<file path="config.mk">
export PLATFORM = sky130hd
export DESIGN_NAME = pfba_ram
export DESIGN_NICKNAME = d
export VERILOG_FILES = /design/src/design/page_frame_bitmap_allocator_macros.svh /design/src/design/pfba_ram.sv
export SDC_FILE = /design/constraint.sdc
export NUM_CORES = 2
export LEC_CHECK = 0
export BUFFER_PORTS_ARGS = -buffer_cell sky130_fd_sc_hd__buf_4
export CAP_MARGIN = 0
export CORE_MARGIN = 1.5
export CORE_UTILIZATION = 45
export DETAILED_ROUTE_END_ITERATION = 10
export GPL_TIMING_DRIVEN = 0
export PLACE_DENSITY = 0.57
export SYNTH_ARGS = -nofsm -noshare
export SYNTH_HDL_FRONTEND = slang
export SYNTH_SLANG_ARGS = --single-unit
</file>
<file path="constraint.sdc">
create_clock -name clk_i -period 7.9 [get_ports clk_i]
set_input_delay 0.79 -clock clk_i [delete_from_list [all_inputs] [get_ports clk_i]]
set_output_delay 0.79 -clock clk_i [all_outputs]
set_load 0.01 [all_outputs]
</file>
<file path="src/design/page_frame_bitmap_allocator_macros.svh">
// Assertion macros used by the page frame bitmap allocator top level.
`ifndef PAGE_FRAME_BITMAP_ALLOCATOR_MACROS_SVH
`define PAGE_FRAME_BITMAP_ALLOCATOR_MACROS_SVH

// Same-cycle implication, sampled on clk_i, off while rst_ni is low.
`define PFBA_ASSERT_NOW(label, ante, cons, msg) \
  label: assert property (@(posedge clk_i) disable iff (!rst_ni) (ante) |-> (cons)) \
    else $error(msg);

// Next-cycle implication, sampled on clk_i, off while rst_ni is low.
`define PFBA_ASSERT_NEXT(label, ante, cons, msg) \
  label: assert property (@(posedge clk_i) disable iff (!rst_ni) (ante) |=> (cons)) \
    else $error(msg);

`endif

</file>
<file path="src/design/pfba_ram.sv">
// Generic single-port-write, single-port-read RAM with registered read data.
`timescale 1ns / 1ps
module pfba_ram #(
  parameter int Depth = 128,
  parameter int Width = 32,
  parameter int AddrW = (Depth > 1) ? $clog2(Depth) : 1
) (
  input  logic             clk_i,
  input  logic             we_i,
  input  logic [AddrW-1:0] waddr_i,
  input  logic [Width-1:0] wdata_i,
  input  logic             re_i,
  input  logic [AddrW-1:0] raddr_i,
  output logic [Width-1:0] rdata_o
);

  logic [Width-1:0] mem [Depth];

  always_ff @(posedge clk_i) begin
    if (we_i) begin
      mem[waddr_i] <= wdata_i;
    end
    if (re_i) begin
      rdata_o <= mem[raddr_i];
    end
  end

endmodule

</file>
==> results_dict.tcl <==
set metrics [dict create \
    outcome "finished, final reports clean" \
    grt_usage_pct 23.87 \
    rows 216 \
    hold_path.class "in -> reg" \
    synth_largest_area_cell "edfxtp_1" \
    first_global_vias 71580 \
    antenna_found_initial 67 \
    final_max_slew_viol_count 0 \
    synth_warnings 0 \
    grt_remaining_overflow 0 \
    min_from "wdata_i[4]" \
    syn_inst 5990 \
    portBuffers 69 \
    final_cell_mix "edfxtp_1 (4128), mux4_2 (1344), clkbuf_16 (423)" \
    hold_buffers 0 \
    path_delay_family "buffers and inverters" \
    nNetsFinal 6721 \
    drt.antenna.violating_nets 0 \
    yosys-top-cells-area "edfxtp_1 (79%), mux4_2 (19%), clkbuf_1 (0.44%)" \
    clk_path_buf_depth 4 \
    cts_num_sinks 4128 \
    leakage_nw 55.13 \
    cap_viol_max_count 0 \
    core-area_um2 346200 \
    fin_skew_ns 0.03937 \
    via_per_inst 6.027 \
    drive_gt1_share_pct 34.87 \
    first_pass_iters 6 \
    critPathKind "in -> reg" \
    wire_per_inst_um 35.76 \
    dieArea_um2 351500 \
    cp.buffers_inverters 4 \
    die-width_um 592.9 \
    max_stage_delay_ns 0.97 \
    grt_pass1_wl_um 575300 \
    synth_seq_cells 4128 \
    crit_path_frequent_cell "mux4_2" \
    fmax_mhz 213.5 \
    final_util_pct 52.33 \
    rsz0062_at_grt "no" \
    synth_nets 6039 \
    post_cts_resized 0 \
    p_per_area_nw_per_um2 253.6 \
    min_period_ns 4.685 \
    final_common_cell "edfxtp_1" \
    tritoncts.num_buffers 418 \
    post-cts-setup-buffers 0 \
    slew_headroom_pct 1.176 \
    initialDrtViolationCount 8937 \
    drc 0 \
    hold_violations 0 \
    detailroute.via_count 70370 \
    syn_area_um2 156600 \
    cts_tree "done" \
    dp_hpwl_um 276800 \
    postSynthAreaPerCell_um2 26.14 \
    period_share_pct 59.30 \
    worstSetupStartpoint "raddr_i[2]" \
    cp_cell_sequence "clkbuf_1, buf_2, clkbuf_2, clkbuf_1, mux4_2, mux4_2, mux4_2, mux2_2" \
    crit_arrival_ns 5.38 \
    ys_seq_area_share_pct 79.16 \
    setup_viol 0 \
    die_h_um 592.9 \
    ir_drop_mv 0.1855 \
    htree_levels 5 \
    tightestPinTransition_ns 1.482 \
    worstSkewPairLatency_ns 0.96 \
    wl_um 417600 \
    fin_total_pwr_mw 45.94 \
    area_growth_pct 15.69 \
    ys_types 16 \
    place_congestion 0.8932 \
    yosysTopAreaCellShare_pct 79.16 \
    cp_slowest_cell "clkbuf_1" \
    tns_ns 0 \
    grt_max_degree 129 \
    cts-root-buf "clkbuf_16" \
    crit_required_ns 8.59 \
    ioPinCount 81 \
    endpoint_kind "flip-flop" \
    crit_path_max_fanout 10 \
    initial_core_util_pct 45.23 \
    clk_pin_slew_worst_paths_ns 0.06 \
    rr_startpoint "mem[84][13]$_DFFE_PP_" \
    critPathLaunchType "input pin" \
]
==> where the power goes <==
group,internal (mW),switching [mW],total (mW)
Combinational,0.934,1.62,2.56
Sequential,24.2,0.0241,24.2
Clock,11.0,8.20,19.2
==> logic make-up after synthesis <==
kind of cell / Yosys count / synth area share, %
flip-flops: 4128 / 79.16
AND/OR/NAND/NOR: 170 / 0.4450
multiplexers: 1376 / 19.56
buffers and inverters: 316 / 0.8373
==> layer usage <==
metal | wire, um | track usage [%]
met5 | 64 | 0
met4 | 14640 | 7.491
met3 | 36870 | 5.442
met2 | 201300 | 38.09
met1 | 164800 | 32.95
==> worst paths after layout <==
check | endpoint | slack, ns | cells after the start
hold / removal | mem[119][4]$_DFFE_PP_ | 0.13 | 1
setup / recovery | rdata_o[3]$_DFFE_PP_ | 3.22 | 8
setup reg to reg | rdata_o[13]$_DFFE_PP_ | 4.97 | 4
hold reg to reg | rdata_o[13]$_DFFE_PP_ | 1.27 | 4
==> synthesized netlist by cell type <==
| master | instances |
|---|---|
| nand4_1 | 3 |
| buf_1 | 50 |
| nor2b_1 | 7 |
| nand3_1 | 12 |
| mux2_2 | 32 |
| clkbuf_1 | 182 |
| mux4_2 | 1344 |
| buf_2 | 79 |
| buf_6 | 2 |
| nor3_1 | 9 |
| nor2_1 | 122 |
| or3_1 | 1 |
| edfxtp_1 | 4128 |
| buf_4 | 3 |
| nand2_1 | 14 |
| nand2b_1 | 2 |
==> through the flow <==
| step | hold slack (ns) | instances | setup slack [ns] | instance area [um2] |
|---|---|---|---|---|
| detailed placement | 1.205 | 10810 | 2.211 | 167300 |
| floorplan | 0.8889 | 5990 | 3.871 | 156600 |
| global route | 0.1043 | 11660 | 3.222 | 181100 |
| CTS | 0.2208 | 11560 | 3.256 | 180300 |
| finish | 0.1339 | 11680 | 3.215 | 181200 |
| global placement | 1.210 | 10640 | 0.1750 | 162800 |
==> layout make-up <==
| cell class | instances | area (um2) |
|---|---|---|
| well taps | 4578 | 5728 |
| flip-flops and latches | 4128 | 124000 |
| repair buffers | 262 | 4584 |
| plain buffers | 316 | 1348 |
| fillers | 26090 | 165000 |
| clock inverters | 231 | 2091 |
| diodes | 98 | 245.2 |
| multi-input cells | 1546 | 32260 |
| clock buffers | 518 | 10940 |
==> flip-flops by register name (all words and copies together), names as in the netlist <==
register	count
rdata_o	32
mem	4096
(Power assumes the default switching activity.)
