[config.mk]
export PLATFORM = sky130hd
export DESIGN_NAME = pfba_summary
export DESIGN_NICKNAME = d
export VERILOG_FILES = /design/src/design/page_frame_bitmap_allocator_macros.svh /design/src/design/pfba_pkg.sv /design/src/design/pfba_summary.sv
export SDC_FILE = /design/constraint.sdc
export NUM_CORES = 1
export LEC_CHECK = 0
export BUFFER_PORTS_ARGS = -buffer_cell sky130_fd_sc_hd__buf_2
export CAP_MARGIN = 20
export CELL_PAD_IN_SITES_DETAIL_PLACEMENT = 0
export CELL_PAD_IN_SITES_GLOBAL_PLACEMENT = 1
export CORE_MARGIN = 8
export CORE_UTILIZATION = 55
export DETAILED_ROUTE_END_ITERATION = 8
export HOLD_SLACK_MARGIN = 0.06
export PLACE_DENSITY = 0.93
export SYNTH_ARGS = -nofsm -noshare
export SYNTH_HDL_FRONTEND = slang
export SYNTH_SLANG_ARGS = --single-unit
[constraint.sdc]
create_clock -name clk_i -period 3.38 [get_ports clk_i]
set_input_delay 0.169 -clock clk_i [delete_from_list [all_inputs] [get_ports clk_i]]
set_output_delay 0.169 -clock clk_i [all_outputs]
set_load 0.01 [all_outputs]
[src/design/page_frame_bitmap_allocator_macros.svh]
// Assertion macros used by the page frame bitmap allocator top level.
`ifndef PAGE_FRAME_BITMAP_ALLOCATOR_MACROS_SVH
`define PAGE_FRAME_BITMAP_ALLOCATOR_MACROS_SVH

// Same-cycle implication, sampled on clk_i, off while rst_ni is low.
`define PFBA_ASSERT_NOW(label, ante, cons, msg) \
  label: assert property (@(posedge clk_i) disable iff (!rst_ni) (ante) |-> (cons)) \
    else $error(msg);

// Next-cycle implication, sampled on clk_i, off while rst_ni is low.
`define PFBA_ASSERT_NEXT(label, ante, cons, msg) \
  label: assert property (@(posedge clk_i) disable iff (!rst_ni) (ante) |=> (cons)) \
    else $error(msg);

`endif

[src/design/pfba_pkg.sv]
// Package of the page frame bitmap allocator: sizes, codes and item types.
`timescale 1ns / 1ps
package pfba_pkg;

  localparam int NUM_FRAMES    = 4096;
  localparam int MAP_WORD_BITS = 32;   // power of two
  localparam int MAP_WORDS     = NUM_FRAMES / MAP_WORD_BITS;
  localparam int ADDR_W        = (MAP_WORDS > 1) ? $clog2(MAP_WORDS) : 1;
  localparam int BIT_W         = $clog2(MAP_WORD_BITS);
  localparam int FRAME_W       = 12;

  typedef logic [ADDR_W-1:0]        addr_t;
  typedef logic [BIT_W-1:0]         bidx_t;
  typedef logic [MAP_WORD_BITS-1:0] word_t;
  typedef logic [FRAME_W-1:0]       frame_t;

  typedef enum logic {
    OP_ALLOC = 1'b0,
    OP_FREE  = 1'b1
  } op_e;

  typedef enum logic [1:0] {
    ST_ALLOCATED = 2'd0,
    ST_FREED     = 2'd1,
    ST_UNCHANGED = 2'd2,
    ST_NO_FRAME  = 2'd3
  } status_e;

  typedef struct packed {
    op_e    opcode;
    frame_t current_frame;
    logic   kernel_page;
    logic   writable;
  } req_t;

  typedef struct packed {
    status_e status;
    frame_t  frame_out;
    logic    present_bit;
    logic    rw_bit;
    logic    user_bit;
  } rsp_t;

  // Write-back notice from the sequencer to the summary.
  typedef struct packed {
    logic  we;
    addr_t addr;
    logic  full;
  } upd_t;

endpackage

[src/design/pfba_summary.sv]
// Per-word written and full flags, and the lowest not-full word search.
`timescale 1ns / 1ps
module pfba_summary (
  input  logic          clk_i,
  input  logic          rst_ni,
  input  pfba_pkg::upd_t  upd_i,
  input  pfba_pkg::addr_t rd_addr_i,
  output logic          rd_valid_o,
  output pfba_pkg::addr_t free_idx_o,
  output logic          any_free_o
);
  import pfba_pkg::*;

  logic [MAP_WORDS-1:0] valid_q;
  logic [MAP_WORDS-1:0] full_q;

  always_ff @(posedge clk_i or negedge rst_ni) begin
    if (!rst_ni) begin
      valid_q <= '0;
      full_q  <= '0;
    end else if (upd_i.we) begin
      valid_q[upd_i.addr] <= 1'b1;
      full_q[upd_i.addr]  <= upd_i.full;
    end
  end

  // A word never written reads as all free.
  assign rd_valid_o = valid_q[rd_addr_i];

  // Priority encoder: lowest word that still has a free frame.
  always_comb begin
    free_idx_o = '0;
    for (int i = MAP_WORDS - 1; i >= 0; i--) begin
      if (!full_q[i]) begin
        free_idx_o = addr_t'(i);
      end
    end
  end

  assign any_free_o = ~&full_q;

endmodule

==> flow_summary.yaml <==
place:
  port_buffers: 26
  place_hpwl_um: 23500
  gpl.final_weighted_congestion: 0.948
logic_synthesis:
  synth_commonest_cells: "256 x sky130_fd_sc_hd__dfrtp_1, 148 x sky130_fd_sc_hd__nand2_1, 121 x sky130_fd_sc_hd__mux2_2"
  synth_seq_cells: 256
  synth.yosys.seq_area_share_pct: 52.0
  synth-main-ff-cell: "sky130_fd_sc_hd__dfrtp_1"
  yosysTopAreaCell: "sky130_fd_sc_hd__dfrtp_1"
  ranking_of_synthesized_cells_by_area: "sky130_fd_sc_hd__dfrtp_1 52%, sky130_fd_sc_hd__mux2_2 11%, sky130_fd_sc_hd__nand2b_1 4.8%, sky130_fd_sc_hd__nand2_1 4.5%, sky130_fd_sc_hd__mux4_2 3.8%"
  ys_warn_count: 0
  area_of_the_mapped_netlist_mm2: 0.0123
  yosys.area_share.xor_xnor_pct: 0
  post_synth_num_cell_types: 56
  yosys.cell_count.top_type: "sky130_fd_sc_hd__dfrtp_1"
  largest_family_of_logic_cells_by_synthesized_area: "simple AND/OR/NAND/NOR gates"
  async_flop_share_pct: 100
  postSynthCellCount: 1115
  post_synth_mux_area_share_pct: 17.6
  yosys.area_share.simple_pct: 20.7
  yosysTopAreaCellShare_pct: 52.0
  synth.net_count: 1133
  avgSynthCellArea_um2: 11.0
  synth_compound_gate_area_share_pct: 6.93
  synth_enable_flop_cells: 0
  synth-adder-area-share_pct: 0
detailed_routing:
  number_of_design_rule_violations_left_by_the_first_detailed_router_iteration: 905
  vias_per_cell: 6.35
  detail-route-antenna-nets: 0
  wire_per_inst_um: 23.1
  drt-pass1-iter-count: 5
  vias: 9176
  wirelength_um: 33400
  drc_errors: 0
sta:
  finalSetupTns_ps: 0
  fmax_mhz: 306
  total_of_endpoints_with_negative_setup_slack_in_the_final_report: 0
  timing.final.crit_share_pct: 96.8
  period_needed_ps: 3270
  worst_clock_skew_ps: 0
  final_max_slew_viol_count: 0
  grt_setup_unrepaired: "false"
  timing.slew.headroom_pct: 40.5
  hold-worst-slack_ps: 94.4
  hold_violations: 0
  worst_slew_pin_slew_ps: 885
grt:
  first_pass_grt_wire_length_um: 52100
  grt_max_degree: 129
  first_global_vias: 9165
  gr-usage-all-layers_pct: 23.8
  grt_overflow_total: 0
  antenna_violations_before_repair: 1
final_layout:
  final_core_util_pct: 62.5
  area.growth.synth_to_final_pct: 11.1
  finalNetCount: 1160
  final_layout_size_suffix_gt1_share_pct: 24.6
  fillerInstances: 1736
floorplan:
  placeableCoreArea_mm2: 0.0219
  starting_utilization_of_the_core_area_pct: 56.2
  ioPinCount: 27
  placementRows: 54
  die_width_um: 166
  y_dimension_of_the_die_um: 166
  dieArea_mm2: 0.0274
critical_path:
  reg2regPathDepth: 2
  critPathArrivalTime_ps: 3100
  worstSetupStartpointType: "flip-flop"
  cp_data_required_time_ps: 3210
  critPathKind: "reg -> out"
  crit_path_max_fanout: 5
  timing.critical_path.to_type: "output port"
cts:
  post_cts_setup_driven_buffer_insertion_count: 0
  path_clk_slew_ps: 60
  cts_buffers: 27
  clock_tree.root_cell: "sky130_fd_sc_hd__clkbuf_16"
  cts.path.max_buffers: 3
  cts_htree_levels: 1
  clock_latency_ps: 520
  clock_tree_from_tritoncts: "yes"
  clock_sink_count: 256
min_path:
  hold-path-cell-count: 3
  worstHoldPathType: "in -> reg"
power:
  vdd.ir_drop.worst_uv: 400
  total_leakage_power_nw: 6.27
  power.density_cell_area_mw_per_mm2: 545
flow_run:
  maxCapViolCount: 0
outcome:
  outcome: "complete, no violations"
==> cell usage in the layout, fill, tap and decap left out, types with 5 or more instances in the layout <==
cell and n:
sky130_fd_sc_hd__dfrtp_1 256, sky130_fd_sc_hd__nand2_1 148, sky130_fd_sc_hd__mux2_2 121, sky130_fd_sc_hd__nand2b_1 94, sky130_fd_sc_hd__nor2_1 66, sky130_fd_sc_hd__or2_2 51
sky130_fd_sc_hd__nand4_1 40, sky130_fd_sc_hd__o21ai_0 33, sky130_fd_sc_hd__nand3_1 29, sky130_fd_sc_hd__a21oi_1 28, sky130_fd_sc_hd__clkbuf_16 27, sky130_fd_sc_hd__inv_1 26
sky130_fd_sc_hd__buf_2 24, sky130_fd_sc_hd__mux4_2 21, sky130_fd_sc_hd__nor3_1 20, sky130_fd_sc_hd__nor4_1 17, sky130_fd_sc_hd__buf_4 15, sky130_fd_sc_hd__a31oi_1 14
sky130_fd_sc_hd__nor2b_1 12, sky130_fd_sc_hd__mux4_1 10, sky130_fd_sc_hd__a211oi_1 8, sky130_fd_sc_hd__a22oi_1 7, sky130_fd_sc_hd__clkbuf_8 7, sky130_fd_sc_hd__clkinv_2 7
sky130_fd_sc_hd__o2111ai_1 6, sky130_fd_sc_hd__and4_1 5, sky130_fd_sc_hd__a21boi_0 5
==> where the power goes <==
group,switching [mW],internal [mW],leakage [nW],total (mW)
Clock,1.22,1.85,0.462,3.07
Sequential,0.278,3.40,3.41,3.68
Combinational,0.344,0.372,2.40,0.716
Total,1.84,5.62,6.27,7.46
==> layout make-up <==
class | instances | area (um^2) | share of cell area (%)
Sequential cell | 256 | 6410 | 46.8
Multi-Input combinational cell | 787 | 5580 | 40.8
Clock buffer | 38 | 787 | 5.75
Tap cell | 280 | 350 | 2.56
Timing Repair Buffer | 44 | 315 | 2.30
Clock inverter | 12 | 141 | 1.03
Inverter | 26 | 97.6 | 0.713
Antenna cell | 1 | 2.50 | 0.0183
==> critical path, stage by stage (launching register included) <==
cell,delay (ps)
sky130_fd_sc_hd__dfrtp_1,420
sky130_fd_sc_hd__and4_1,230
sky130_fd_sc_hd__a21oi_1,190
sky130_fd_sc_hd__nor3_1,100
sky130_fd_sc_hd__nor4b_1,600
sky130_fd_sc_hd__o21ai_0,320
sky130_fd_sc_hd__a21oi_1,380
sky130_fd_sc_hd__o21ai_0,160
sky130_fd_sc_hd__buf_2,160
==> worst paths after layout <==
kind | slack, ps | startpoint | endpoint
worst min register to register | 470 | valid_q[125]$_DFFE_PN0P_ | valid_q[125]$_DFFE_PN0P_
min in group asynchronous | 240 | rst_ni | full_q[84]$_DFFE_PN0P_
worst max register to register | 2510 | full_q[120]$_DFFE_PN0P_ | full_q[120]$_DFFE_PN0P_
worst min-delay path | 90 | upd_i[3] | valid_q[109]$_DFFE_PN0P_
worst max-delay path | 110 | full_q[120]$_DFFE_PN0P_ | free_idx_o[2]
max in group asynchronous | 2180 | rst_ni | full_q[20]$_DFFE_PN0P_
==> registers in the layout, indices dropped and copies added, names as in the netlist <==
| name | cells |
|---|---|
| full_q | 128 |
| valid_q | 128 |
==> per-stage QoR <==
stage	setup WS, ps	cells	cell area (um^2)	total power [mW]
2_1_floorplan	1430	1115	12300	4.13
3_3_place_gp	585	1390	12700	4.39
3_5_place_dp	532	1390	12700	4.42
4_1_cts	278	1442	13600	7.49
5_1_grt	88.8	1444	13700	7.73
6_report	109	1444	13700	7.46
==> timing repair <==
item,4_1_cts,5_1_grt
hold buffers,2,0
endpoints found under the setup margin,0,1
endpoints found under the hold margin,89,0
resized for setup,0,1
==> metal layers <==
metal | vias to the layer above | global-route usage (%) | part of all wire [%]
li1 | 4059 | - | -
met1 | 4608 | 30.6 | 40
met2 | 419 | 38.4 | 47
met3 | 90 | 4.83 | 8.4
met4 | 0 | 10.8 | 4.7
met5 | - | 0.903 | 0
==> logic make-up after synthesis <==
family / Yosys count
and+or+nand+nor: 499
AOI/OAI and AO/OA: 130
muxes: 158
DFF: 256
buffers and inverters: 72
No activity file was read; power rests on OpenSTA's default activity.
